==> config.mk <==
export PLATFORM = sky130hd
export DESIGN_NAME = nal_escape_and_slice_splitter_top_flat
export DESIGN_NICKNAME = d
export VERILOG_FILES = /design/src/rtl/core/nes_pkg.sv /design/src/rtl/core/nes_in_if.sv /design/src/rtl/core/nes_out_if.sv /design/src/rtl/core/nes_cfg_if.sv /design/src/rtl/core/nes_front.sv /design/src/rtl/core/nes_fifo.sv /design/src/rtl/core/nes_back.sv /design/src/rtl/core/nal_escape_and_slice_splitter_top.sv /design/src/flat_wrapper.sv
export SDC_FILE = /design/constraint.sdc
export NUM_CORES = 1
export LEC_CHECK = 0
export ABC_AREA = 1
export BUFFER_PORTS_ARGS = -buffer_cell sky130_fd_sc_hd__buf_2
export CORE_UTILIZATION = 44
export DETAILED_ROUTE_END_ITERATION = 10
export PLACE_DENSITY = 0.65
export SETUP_SLACK_MARGIN = 0.02
export SYNTH_ARGS = -nofsm -noshare
export SYNTH_HDL_FRONTEND = slang
export SYNTH_HIERARCHICAL = 1
export SYNTH_SLANG_ARGS = --single-unit
==> constraint.sdc <==
create_clock -name clk -period 8.2 [get_ports clk]
set_input_delay 1.64 -clock clk [delete_from_list [all_inputs] [get_ports clk]]
set_output_delay 1.64 -clock clk [all_outputs]
set_load 0.01 [all_outputs]
==> src/rtl/core/nes_pkg.sv <==
// nes_pkg: shared constants and the queue entry type for the nal escape and slice splitter
// used by nes_front, nes_fifo, nes_back and the top level; depends on nothing
package nes_pkg;

  localparam int HOLD_DEPTH  = 4;
  localparam int CNT_W       = 3;
  localparam int QUEUE_DEPTH = 4;
  localparam int QPTR_W      = 2;
  localparam int QFILL_W     = 3;

  localparam logic [7:0] EPB_BYTE = 8'h03;
  localparam logic [7:0] SC_ZERO  = 8'h00;
  localparam logic [7:0] SC_ONE   = 8'h01;

  localparam logic [1:0] RUN_SAT        = 2'd2;
  localparam logic [2:0] OFFSET_MAX     = 3'd7;
  localparam logic [2:0] CUT_MIN_OFFSET = 3'd3;

  // one classified input beat, as handed from the front to the back
  typedef struct packed {
    logic [7:0]  data;
    logic        start;
    logic        start_code;
    logic        epb;
    logic        last;
    logic        key;
    logic [15:0] seq;
  } nes_op_t;

endpackage

==> src/rtl/core/nes_in_if.sv <==
// nes_in_if: input byte channel of the nal escape and slice splitter
// valid/ready handshake with the raw frame byte and its frame flags; no dependencies
interface nes_in_if;
  logic        valid;
  logic        ready;
  logic [7:0]  data_byte;
  logic        frame_first;
  logic        frame_last;
  logic        need_escape;
  logic        need_start_code;
  logic        key_frame_in;
  logic [15:0] frame_sequence;

  modport source (
    output valid, data_byte, frame_first, frame_last, need_escape, need_start_code,
           key_frame_in, frame_sequence,
    input  ready
  );
  modport sink (
    input  valid, data_byte, frame_first, frame_last, need_escape, need_start_code,
           key_frame_in, frame_sequence,
    output ready
  );
endinterface

==> src/rtl/core/nes_out_if.sv <==
// nes_out_if: output byte channel of the nal escape and slice splitter
// valid/ready handshake with the stream byte and its slice and frame marks; no dependencies
interface nes_out_if;
  logic        valid;
  logic        ready;
  logic [7:0]  out_byte;
  logic [15:0] slice_index;
  logic        slice_last;
  logic        frame_end;
  logic        key_frame_out;
  logic [15:0] sequence_out;

  modport source (
    output valid, out_byte, slice_index, slice_last, frame_end, key_frame_out, sequence_out,
    input  ready
  );
  modport sink (
    input  valid, out_byte, slice_index, slice_last, frame_end, key_frame_out, sequence_out,
    output ready
  );
endinterface

==> src/rtl/core/nes_cfg_if.sv <==
// nes_cfg_if: configuration write channel carrying the slicing enable
// valid/ready handshake, one register, no address; no dependencies
interface nes_cfg_if;
  logic valid;
  logic ready;
  logic slicing_enabled;

  modport source (output valid, slicing_enabled, input ready);
  modport sink   (input valid, slicing_enabled, output ready);
endinterface

==> src/rtl/core/nes_front.sv <==
// nes_front: accepts input beats, tracks frame state and escape history, classifies each beat
// depends on nes_pkg and nes_in_if
module nes_front (
  input  logic            clk,
  input  logic            rst,
  nes_in_if.sink          in_ch,
  output nes_pkg::nes_op_t op,
  output logic            op_valid,
  input  logic            op_ready
);

  logic       frame_open;
  logic       esc_held;
  logic [1:0] bytes_seen;
  logic [1:0] prev_zero;

  logic       start;
  logic       esc;
  logic [1:0] seen_cur;
  logic [1:0] zeros_cur;
  logic [1:0] zeros_base;
  logic       epb;
  logic       accept;

  assign start     = in_ch.frame_first | ~frame_open;
  assign esc       = start ? in_ch.need_escape : esc_held;
  assign seen_cur  = start ? 2'd0 : bytes_seen;
  assign zeros_cur = start ? 2'd0 : prev_zero;

  // prevention byte before a small byte that follows two zero payload bytes
  assign epb = esc && (seen_cur == nes_pkg::RUN_SAT) && (in_ch.data_byte <= nes_pkg::EPB_BYTE)
               && (zeros_cur == nes_pkg::RUN_SAT);
  assign zeros_base = epb ? 2'd0 : zeros_cur;

  assign op_valid    = in_ch.valid;
  assign in_ch.ready = op_ready;
  assign accept      = in_ch.valid & op_ready;

  always_comb begin
    op.data       = in_ch.data_byte;
    op.start      = start;
    op.start_code = start & in_ch.need_escape & in_ch.need_start_code;
    op.epb        = epb;
    op.last       = in_ch.frame_last;
    op.key        = in_ch.key_frame_in;
    op.seq        = in_ch.frame_sequence;
  end

  always_ff @(posedge clk) begin
    if (rst) begin
      frame_open <= 1'b0;
      esc_held   <= 1'b0;
      bytes_seen <= 2'd0;
      prev_zero  <= 2'd0;
    end else if (accept) begin
      frame_open <= ~in_ch.frame_last;
      esc_held   <= esc;
      if (esc) begin
        bytes_seen <= (seen_cur == nes_pkg::RUN_SAT) ? seen_cur : seen_cur + 2'd1;
        if (in_ch.data_byte == 8'h00) begin
          prev_zero <= (zeros_base == nes_pkg::RUN_SAT) ? zeros_base : zeros_base + 2'd1;
        end else begin
          prev_zero <= 2'd0;
        end
      end
    end
  end

endmodule

==> src/rtl/core/nes_fifo.sv <==
// nes_fifo: short queue of classified beats between the front and the back
// depends on nes_pkg
module nes_fifo (
  input  logic             clk,
  input  logic             rst,
  input  logic             wr_valid,
  output logic             wr_ready,
  input  nes_pkg::nes_op_t wr_data,
  output logic             rd_valid,
  input  logic             rd_ready,
  output nes_pkg::nes_op_t rd_data
);

  nes_pkg::nes_op_t mem [nes_pkg::QUEUE_DEPTH];
  logic [nes_pkg::QPTR_W-1:0]  wr_ptr;
  logic [nes_pkg::QPTR_W-1:0]  rd_ptr;
  logic [nes_pkg::QFILL_W-1:0] fill;
  logic                        do_wr;
  logic                        do_rd;

  assign wr_ready = fill != nes_pkg::QFILL_W'(nes_pkg::QUEUE_DEPTH);
  assign rd_valid = fill != '0;
  assign rd_data  = mem[rd_ptr];
  assign do_wr    = wr_valid & wr_ready;
  assign do_rd    = rd_valid & rd_ready;

  always_ff @(posedge clk) begin
    if (do_wr) begin
      mem[wr_ptr] <= wr_data;
    end
  end

  always_ff @(posedge clk) begin
    if (rst) begin
      wr_ptr <= '0;
      rd_ptr <= '0;
      fill   <= '0;
    end else begin
      if (do_wr) begin
        wr_ptr <= wr_ptr + 1'b1;
      end
      if (do_rd) begin
        rd_ptr <= rd_ptr + 1'b1;
      end
      if (do_wr && !do_rd) begin
        fill <= fill + 1'b1;
      end else if (do_rd && !do_wr) begin
        fill <= fill - 1'b1;
      end
    end
  end

endmodule

==> src/rtl/core/nes_back.sv <==
// nes_back: expands queued beats into pushes through the four-byte hold-back, cuts slices,
// flushes at frame end and drives the output register; depends on nes_pkg and the interfaces
module nes_back (
  input  logic             clk,
  input  logic             rst,
  input  logic             rd_valid,
  output logic             rd_ready,
  input  nes_pkg::nes_op_t rd_data,
  nes_cfg_if.sink          cfg_ch,
  nes_out_if.source        out_ch
);

  typedef enum logic [3:0] {
    ST_HEAD  = 4'b0001,
    ST_SC    = 4'b0010,
    ST_BYTE  = 4'b0100,
    ST_FLUSH = 4'b1000
  } back_state_t;

  back_state_t                state;
  logic [1:0]                 sc_idx;
  logic [7:0]                 hold [nes_pkg::HOLD_DEPTH];
  logic [nes_pkg::CNT_W-1:0]  hold_count;
  logic [2:0]                 slice_offset;
  logic [15:0]                slice_counter;
  logic                       key_held;
  logic [15:0]                seq_held;
  logic                       slicing;

  logic                       out_valid;
  logic [7:0]                 out_byte;
  logic [15:0]                out_index;
  logic                       out_last;
  logic                       out_end;
  logic                       out_key;
  logic [15:0]                out_seq;

  logic                       fresh;
  logic [nes_pkg::CNT_W-1:0]  cur_count;
  logic [2:0]                 cur_offset;
  logic [15:0]                cur_counter;
  logic                       cur_key;
  logic [15:0]                cur_seq;
  logic                       active;
  logic                       flushing;
  logic                       do_push;
  logic [7:0]                 push_byte;
  logic                       full;
  logic                       emit;
  logic                       out_free;
  logic                       step;
  logic                       cut;
  logic                       flush_last;
  logic                       emit_last;
  logic                       emit_end;

  // a beat that opens a frame drops whatever the previous frame left held
  assign fresh       = (state == ST_HEAD) && rd_valid && rd_data.start;
  assign cur_count   = fresh ? '0 : hold_count;
  assign cur_offset  = fresh ? 3'd0 : slice_offset;
  assign cur_counter = fresh ? 16'd0 : slice_counter;
  assign cur_key     = fresh ? rd_data.key : key_held;
  assign cur_seq     = fresh ? rd_data.seq : seq_held;

  assign active   = (state != ST_HEAD) || rd_valid;
  assign flushing = state == ST_FLUSH;
  assign do_push  = active && !flushing;

  always_comb begin
    unique case (state)
      ST_HEAD: begin
        if (rd_data.start_code) begin
          push_byte = nes_pkg::SC_ZERO;
        end else if (rd_data.epb) begin
          push_byte = nes_pkg::EPB_BYTE;
        end else begin
          push_byte = rd_data.data;
        end
      end
      ST_SC:   push_byte = (sc_idx == 2'd3) ? nes_pkg::SC_ONE : nes_pkg::SC_ZERO;
      ST_BYTE: push_byte = rd_data.data;
      default: push_byte = rd_data.data;
    endcase
  end

  assign full       = cur_count == nes_pkg::CNT_W'(nes_pkg::HOLD_DEPTH);
  assign emit       = (do_push && full) || flushing;
  assign out_free   = !out_valid || out_ch.ready;
  assign step       = active && (!emit || out_free);
  assign flush_last = hold_count == nes_pkg::CNT_W'(1);

  // start code seen across the held bytes and the incoming one
  assign cut = slicing && (cur_offset >= nes_pkg::CUT_MIN_OFFSET) && (hold[1] == 8'h00)
               && (hold[2] == 8'h00) && (hold[3] == 8'h00) && (push_byte == nes_pkg::SC_ONE);

  assign emit_last = flushing ? flush_last : cut;
  assign emit_end  = flushing && flush_last;

  always_comb begin
    rd_ready = 1'b0;
    if (step) begin
      unique case (state)
        ST_HEAD:  rd_ready = !rd_data.start_code && !rd_data.epb && !rd_data.last;
        ST_SC:    rd_ready = 1'b0;
        ST_BYTE:  rd_ready = !rd_data.last;
        ST_FLUSH: rd_ready = flush_last;
        default:  rd_ready = 1'b0;
      endcase
    end
  end

  assign cfg_ch.ready = 1'b1;

  assign out_ch.valid         = out_valid;
  assign out_ch.out_byte      = out_byte;
  assign out_ch.slice_index   = out_index;
  assign out_ch.slice_last    = out_last;
  assign out_ch.frame_end     = out_end;
  assign out_ch.key_frame_out = out_key;
  assign out_ch.sequence_out  = out_seq;

  // hold-back shift line
  always_ff @(posedge clk) begin
    if (step && do_push) begin
      if (full) begin
        hold[0] <= hold[1];
        hold[1] <= hold[2];
        hold[2] <= hold[3];
        hold[3] <= push_byte;
      end else begin
        hold[cur_count[1:0]] <= push_byte;
      end
    end else if (step && flushing) begin
      hold[0] <= hold[1];
      hold[1] <= hold[2];
      hold[2] <= hold[3];
    end
  end

  always_ff @(posedge clk) begin
    if (step && emit) begin
      out_byte  <= hold[0];
      out_index <= cur_counter;
      out_last  <= emit_last;
      out_end   <= emit_end;
      out_key   <= cur_key;
      out_seq   <= cur_seq;
    end
  end

  always_ff @(posedge clk) begin
    if (rst) begin
      state         <= ST_HEAD;
      sc_idx        <= 2'd0;
      hold_count    <= '0;
      slice_offset  <= 3'd0;
      slice_counter <= 16'd0;
      key_held      <= 1'b0;
      seq_held      <= 16'd0;
      slicing       <= 1'b0;
      out_valid     <= 1'b0;
    end else begin
      if (cfg_ch.valid) begin
        slicing <= cfg_ch.slicing_enabled;
      end

      if (step && emit) begin
        out_valid <= 1'b1;
      end else if (out_ch.ready) begin
        out_valid <= 1'b0;
      end

      if (step) begin
        if (fresh) begin
          key_held <= rd_data.key;
          seq_held <= rd_data.seq;
        end

        if (do_push) begin
          if (full) begin
            slice_counter <= cur_counter + 16'(cut);
            if (cut) begin
              slice_offset <= 3'd0;
            end else if (cur_offset != nes_pkg::OFFSET_MAX) begin
              slice_offset <= cur_offset + 3'd1;
            end
          end else begin
            hold_count    <= cur_count + 1'b1;
            slice_offset  <= cur_offset;
            slice_counter <= cur_counter;
          end
        end else begin
          hold_count <= hold_count - 1'b1;
          if (flush_last) begin
            slice_offset <= 3'd0;
          end
        end

        unique case (state)
          ST_HEAD: begin
            if (rd_data.start_code) begin
              state  <= ST_SC;
              sc_idx <= 2'd1;
            end else if (rd_data.epb) begin
              state <= ST_BYTE;
            end else if (rd_data.last) begin
              state <= ST_FLUSH;
            end
          end
          ST_SC: begin
            if (sc_idx == 2'd3) begin
              state <= ST_BYTE;
            end else begin
              sc_idx <= sc_idx + 2'd1;
            end
          end
          ST_BYTE: begin
            state <= rd_data.last ? ST_FLUSH : ST_HEAD;
          end
          ST_FLUSH: begin
            if (flush_last) begin
              state <= ST_HEAD;
            end
          end
          default: state <= ST_HEAD;
        endcase
      end
    end
  end

`ifndef SYNTHESIS
  a_hold_bound: assert property (@(posedge clk) disable iff (rst)
    hold_count <= nes_pkg::CNT_W'(nes_pkg::HOLD_DEPTH))
    else $error("hold-back count above depth");

  a_flush_nonempty: assert property (@(posedge clk) disable iff (rst)
    (state == ST_FLUSH) |-> (hold_count != '0))
    else $error("flush with nothing held");

  a_frame_end_drains: assert property (@(posedge clk) disable iff (rst)
    (step && emit && emit_end) |=> (hold_count == '0 && slice_offset == 3'd0
                                    && state == ST_HEAD))
    else $error("frame end left bytes held");

  a_no_emit_when_blocked: assert property (@(posedge clk) disable iff (rst)
    (out_valid && !out_ch.ready) |=> $stable(out_byte) && $stable(out_index))
    else $error("output beat overwritten while stalled");
`endif

endmodule

==> src/rtl/core/nal_escape_and_slice_splitter_top.sv <==
// nal_escape_and_slice_splitter_top: emulation prevention and start code slicing of a byte stream
// depends on nes_pkg, nes_in_if, nes_out_if, nes_cfg_if, nes_front, nes_fifo and nes_back
//
// usage:
//   in_ch carries one frame byte per beat with frame_first/frame_last and the frame flags,
//   which are taken from the first beat of each frame. out_ch carries one stream byte per
//   beat with its slice index, slice_last, frame_end, key flag and sequence number.
//   cfg_ch writes slicing_enabled; it is always ready and is meant to be written while idle.
// throughput: one input beat per cycle for plain bytes while out_ch is not stalled. each
//   inserted byte (the four byte start code, an 0x03 prevention byte) and each byte drained
//   at frame end takes a back end step of its own; a four entry queue lets the front keep
//   accepting while the back end works through those.
// path: a beat is written into the queue and read back from it before the back end pushes it
//   into the four byte hold-back. a push that finds the hold-back full loads the oldest byte
//   into the output register at the same edge. at frame end the held bytes drain one per
//   cycle while out_ch is not stalled.
// reset: rst (synchronous) empties the queue and hold-back, closes any open frame and
//   clears slicing_enabled. a stalled out_ch holds its beat; the back end stops once the
//   hold-back must emit, and the queue then back-pressures in_ch.
module nal_escape_and_slice_splitter_top (
  input  logic      clk,
  input  logic      rst,
  nes_in_if.sink    in_ch,
  nes_cfg_if.sink   cfg_ch,
  nes_out_if.source out_ch
);

  nes_pkg::nes_op_t front_op;
  logic             front_valid;
  logic             front_ready;
  nes_pkg::nes_op_t queue_op;
  logic             queue_valid;
  logic             queue_ready;

  nes_front u_front (
    .clk      (clk),
    .rst      (rst),
    .in_ch    (in_ch),
    .op       (front_op),
    .op_valid (front_valid),
    .op_ready (front_ready)
  );

  nes_fifo u_fifo (
    .clk      (clk),
    .rst      (rst),
    .wr_valid (front_valid),
    .wr_ready (front_ready),
    .wr_data  (front_op),
    .rd_valid (queue_valid),
    .rd_ready (queue_ready),
    .rd_data  (queue_op)
  );

  nes_back u_back (
    .clk      (clk),
    .rst      (rst),
    .rd_valid (queue_valid),
    .rd_ready (queue_ready),
    .rd_data  (queue_op),
    .cfg_ch   (cfg_ch),
    .out_ch   (out_ch)
  );

endmodule
==> src/flat_wrapper.sv <==
// flat-port wrapper written by rule: the top's interface ports become plain ports
module nal_escape_and_slice_splitter_top_flat 
  (clk, rst, in_ch_valid, in_ch_data_byte, in_ch_frame_first, in_ch_frame_last, in_ch_need_escape, in_ch_need_start_code, in_ch_key_frame_in, in_ch_frame_sequence, in_ch_ready, cfg_ch_valid, cfg_ch_slicing_enabled, cfg_ch_ready, out_ch_valid, out_ch_out_byte, out_ch_slice_index, out_ch_slice_last, out_ch_frame_end, out_ch_key_frame_out, out_ch_sequence_out, out_ch_ready);
  nes_in_if in_ch_i ();
  nes_cfg_if cfg_ch_i ();
  nes_out_if out_ch_i ();
  input  logic clk;
  input  logic rst;
  input wire logic [$bits(in_ch_i.valid)-1:0] in_ch_valid;
  input wire logic [$bits(in_ch_i.data_byte)-1:0] in_ch_data_byte;
  input wire logic [$bits(in_ch_i.frame_first)-1:0] in_ch_frame_first;
  input wire logic [$bits(in_ch_i.frame_last)-1:0] in_ch_frame_last;
  input wire logic [$bits(in_ch_i.need_escape)-1:0] in_ch_need_escape;
  input wire logic [$bits(in_ch_i.need_start_code)-1:0] in_ch_need_start_code;
  input wire logic [$bits(in_ch_i.key_frame_in)-1:0] in_ch_key_frame_in;
  input wire logic [$bits(in_ch_i.frame_sequence)-1:0] in_ch_frame_sequence;
  output wire logic [$bits(in_ch_i.ready)-1:0] in_ch_ready;
  input wire logic [$bits(cfg_ch_i.valid)-1:0] cfg_ch_valid;
  input wire logic [$bits(cfg_ch_i.slicing_enabled)-1:0] cfg_ch_slicing_enabled;
  output wire logic [$bits(cfg_ch_i.ready)-1:0] cfg_ch_ready;
  output wire logic [$bits(out_ch_i.valid)-1:0] out_ch_valid;
  output wire logic [$bits(out_ch_i.out_byte)-1:0] out_ch_out_byte;
  output wire logic [$bits(out_ch_i.slice_index)-1:0] out_ch_slice_index;
  output wire logic [$bits(out_ch_i.slice_last)-1:0] out_ch_slice_last;
  output wire logic [$bits(out_ch_i.frame_end)-1:0] out_ch_frame_end;
  output wire logic [$bits(out_ch_i.key_frame_out)-1:0] out_ch_key_frame_out;
  output wire logic [$bits(out_ch_i.sequence_out)-1:0] out_ch_sequence_out;
  input wire logic [$bits(out_ch_i.ready)-1:0] out_ch_ready;
  assign in_ch_i.valid = in_ch_valid;
  assign in_ch_i.data_byte = in_ch_data_byte;
  assign in_ch_i.frame_first = in_ch_frame_first;
  assign in_ch_i.frame_last = in_ch_frame_last;
  assign in_ch_i.need_escape = in_ch_need_escape;
  assign in_ch_i.need_start_code = in_ch_need_start_code;
  assign in_ch_i.key_frame_in = in_ch_key_frame_in;
  assign in_ch_i.frame_sequence = in_ch_frame_sequence;
  assign in_ch_ready = in_ch_i.ready;
  assign cfg_ch_i.valid = cfg_ch_valid;
  assign cfg_ch_i.slicing_enabled = cfg_ch_slicing_enabled;
  assign cfg_ch_ready = cfg_ch_i.ready;
  assign out_ch_valid = out_ch_i.valid;
  assign out_ch_out_byte = out_ch_i.out_byte;
  assign out_ch_slice_index = out_ch_i.slice_index;
  assign out_ch_slice_last = out_ch_i.slice_last;
  assign out_ch_frame_end = out_ch_i.frame_end;
  assign out_ch_key_frame_out = out_ch_i.key_frame_out;
  assign out_ch_sequence_out = out_ch_i.sequence_out;
  assign out_ch_i.ready = out_ch_ready;
  nal_escape_and_slice_splitter_top u_core (.clk(clk), .rst(rst), .in_ch(in_ch_i), .cfg_ch(cfg_ch_i), .out_ch(out_ch_i));
endmodule
==> results.json <==
{
  "drt_wl_total_mm": 21.0,
  "synth_area_leaders": "edfxtp_1 50%, dfxtp_1 11%, nand2_1 5.4%",
  "power_density_nw_per_um2": 349,
  "die_x_um": 163,
  "dp_worst_setup_slack_ps": 3800,
  "reg2regPathDepth": 28,
  "routedWlPerCell_um": 14.3,
  "grtUsageTotal_pct": 16.2,
  "leakage_nw": 5.09,
  "hp-start": "u_core/u_back/hold[0][1]$_DFFE_PP_",
  "fmax_mhz": 224,
  "whs_path_depth": 0,
  "ios": 81,
  "crit_fanout": 59,
  "globalplace.congestion": 0.810,
  "grt-ovfl-total": 0,
  "clock_skew_ps": 13.6,
  "hold_path.class": "reg2reg",
  "clock-sinks": 253,
  "yosysWarnings": 6,
  "synth_top_area_share_pct": 50.4,
  "critPathTopFamily": "simple AND/OR/NAND/NOR gates",
  "slew_headroom_pct": 43.8,
  "dr.pass1.iters": 4,
  "dr_wl_met2_mm": 9.72,
  "finalHoldViolCount": 0,
  "grt_max_degree": 60,
  "dp_hpwl_mm": 14.0,
  "nets": 1176,
  "wl_met3_um": 984,
  "routed.top_layer": "met4",
  "crit_required_ps": 8600,
  "grt_setup_unrepaired": "no",
  "cp-end-kind": "register",
  "std_cell_rows": 58,
  "hold_slack_ps": 416,
  "cts_setup_buffers": 0,
  "place_inst": 1420,
  "period_needed_ps": 4460,
  "clk_latency_ps": 530,
  "synth_ff_type": "edfxtp_1",
  "syn_nets": 1121,
  "ys_ff_latch": 253,
  "synthesis.area_sq_um": 11400,
  "slowest_delay_ps": 460,
  "ir_drop_mv": 0.169,
  "setup_tns_ps": 0,
  "met1_length_mm": 9.89,
  "setup_viol": 0,
  "cp_data_arrival_time_ps": 4860,
  "drt_iter0_drc": 467,
  "status": "completed",
  "grt_pass1_wl_mm": 34.1,
  "clk_path_buf_depth": 3,
  "ys_seq_area_share_pct": 61.3,
  "start_util_pct": 45.1,
  "die_height_um": 163,
  "cts_buffers": 27,
  "synth_area_per_cell_sq_um": 10.7,
  "cts-root-buf": "clkbuf_16",
  "crit_buf_inv": 7,
  "slew_viol_final": 0,
  "coreArea_sq_um": 25300,
  "via_count": 7203,
  "stdcell_count": 1469,
  "max-cap-violations": 0,
  "synth_cells": 1064,
  "num_antenna_cells": 0,
  "synth_top_cell_by_area": "edfxtp_1",
  "crit_path_frequent_cell": "inv_1",
  "yosysMostFrequentCell": "edfxtp_1",
  "first_global_vias": 6742,
  "detail-route-antenna-nets": 0,
  "cts_resized": 0,
  "htreeDepth": 1,
  "drive_above_1_share_pct": 22.7,
  "crit_slowest_cell": "buf_4",
  "async_flop_share_pct": 0,
  "post-route-period-util_pct": 54.4,
  "io_buffers": 79,
  "vias_per_cell": 4.90,
  "timing.final.ws_setup_ps": 3740,
  "cts_tree": "built",
  "worst_pin_slew_ps": 843,
  "antenna_found_initial": 0,
  "finalPower_mw": 4.45,
  "synthDistinctLibCells": 42,
  "syn_to_final_growth_pct": 11.8,
  "postCtsHoldBufs": 0,
  "worst-setup-path-type": "reg2reg",
  "startpoint_type": "register",
  "critical_path_cell_count": 28,
  "ys_top_cells_by_count": "191 x edfxtp_1, 165 x nand2_1, 140 x nor2_1",
  "synth_edf_count": 191,
  "dieArea_sq_um": 26500,
  "clk_pin_slew_ps": 60,
  "drcViolationCount": 0
}
final timing paths:
kind	slack, ps	end
hold / removal	420	u_core/u_back/out_ch.out_byte[1]$_DFFE_PP_
hold reg to reg	420	u_core/u_back/out_ch.out_byte[1]$_DFFE_PP_
setup reg to reg	3740	u_core/u_back/slice_counter[14]$_SDFFE_PP0N_
setup / recovery	3740	u_core/u_back/slice_counter[14]$_SDFFE_PP0N_
state kept, by name, summed over array words and instances (netlist names), 4 cells and up, named ones only:
signal / count
u_core/u_back/out_ch.slice_index: 16
u_core/u_back/out_ch.sequence_out: 16
u_core/u_back/out_ch.out_byte: 8
u_core/u_back/state: 4
u_core/u_back/slice_counter: 16
u_core/u_fifo/mem: 116
u_core/u_back/hold: 32
u_core/u_back/seq_held: 16
layout by cell type (no fill, tap or decap), types with 11 or more instances in the layout:
master,synthesis,final
nor2_2,13,17
inv_1,102,101
ha_1,21,21
dfxtp_1,62,62
a21oi_1,24,24
o21ai_1,15,15
o21ai_0,93,93
edfxtp_1,191,191
buf_2,15,79
or2_2,18,18
clkbuf_16,0,29
inv_2,15,15
o22ai_2,20,20
nor2_1,140,136
nand3_1,33,33
nand2_1,165,165
nand2_2,11,11
nor2_4,25,25
cells by family after synthesis:
group           synth area share (%)
simple gates                    19.0
flops                           61.3
buf+inv                         7.69
compound gates                  9.07
fa+ha+maj                       2.48
xor+xnor                       0.308
other cells                   0.0329
mux                           0.0879
layer usage:
metal  up-vias  track usage, %
met5         -               0
met4         0            4.67
met1      3397            22.4
met3        30            2.34
li1       3637               -
met2       139            26.5
power breakdown:
group,switching (mW),total (mW),internal (mW)
clock,0.482,1.19,0.713
combinational,0.959,1.37,0.407
sequential,0.0999,1.89,1.79
metrics by stage:
stage	util [%]	cell area (sq um)
5_1_grt	50.4	12700
6_report	50.4	12700
3_5_place_dp	46.9	11800
3_3_place_gp	46.9	11800
2_1_floorplan	-	11400
4_1_cts	50.4	12700
area by class of cell:
type	instances	area (sq um)
clock buffers	33	751
clock inverters	16	141
fillers	2279	12500
inverters	117	439
multi-input cells	632	3540
flip-flops and latches	253	6980
well taps	330	413
repair buffers	88	463
No activity file was read; power rests on OpenSTA's default activity.
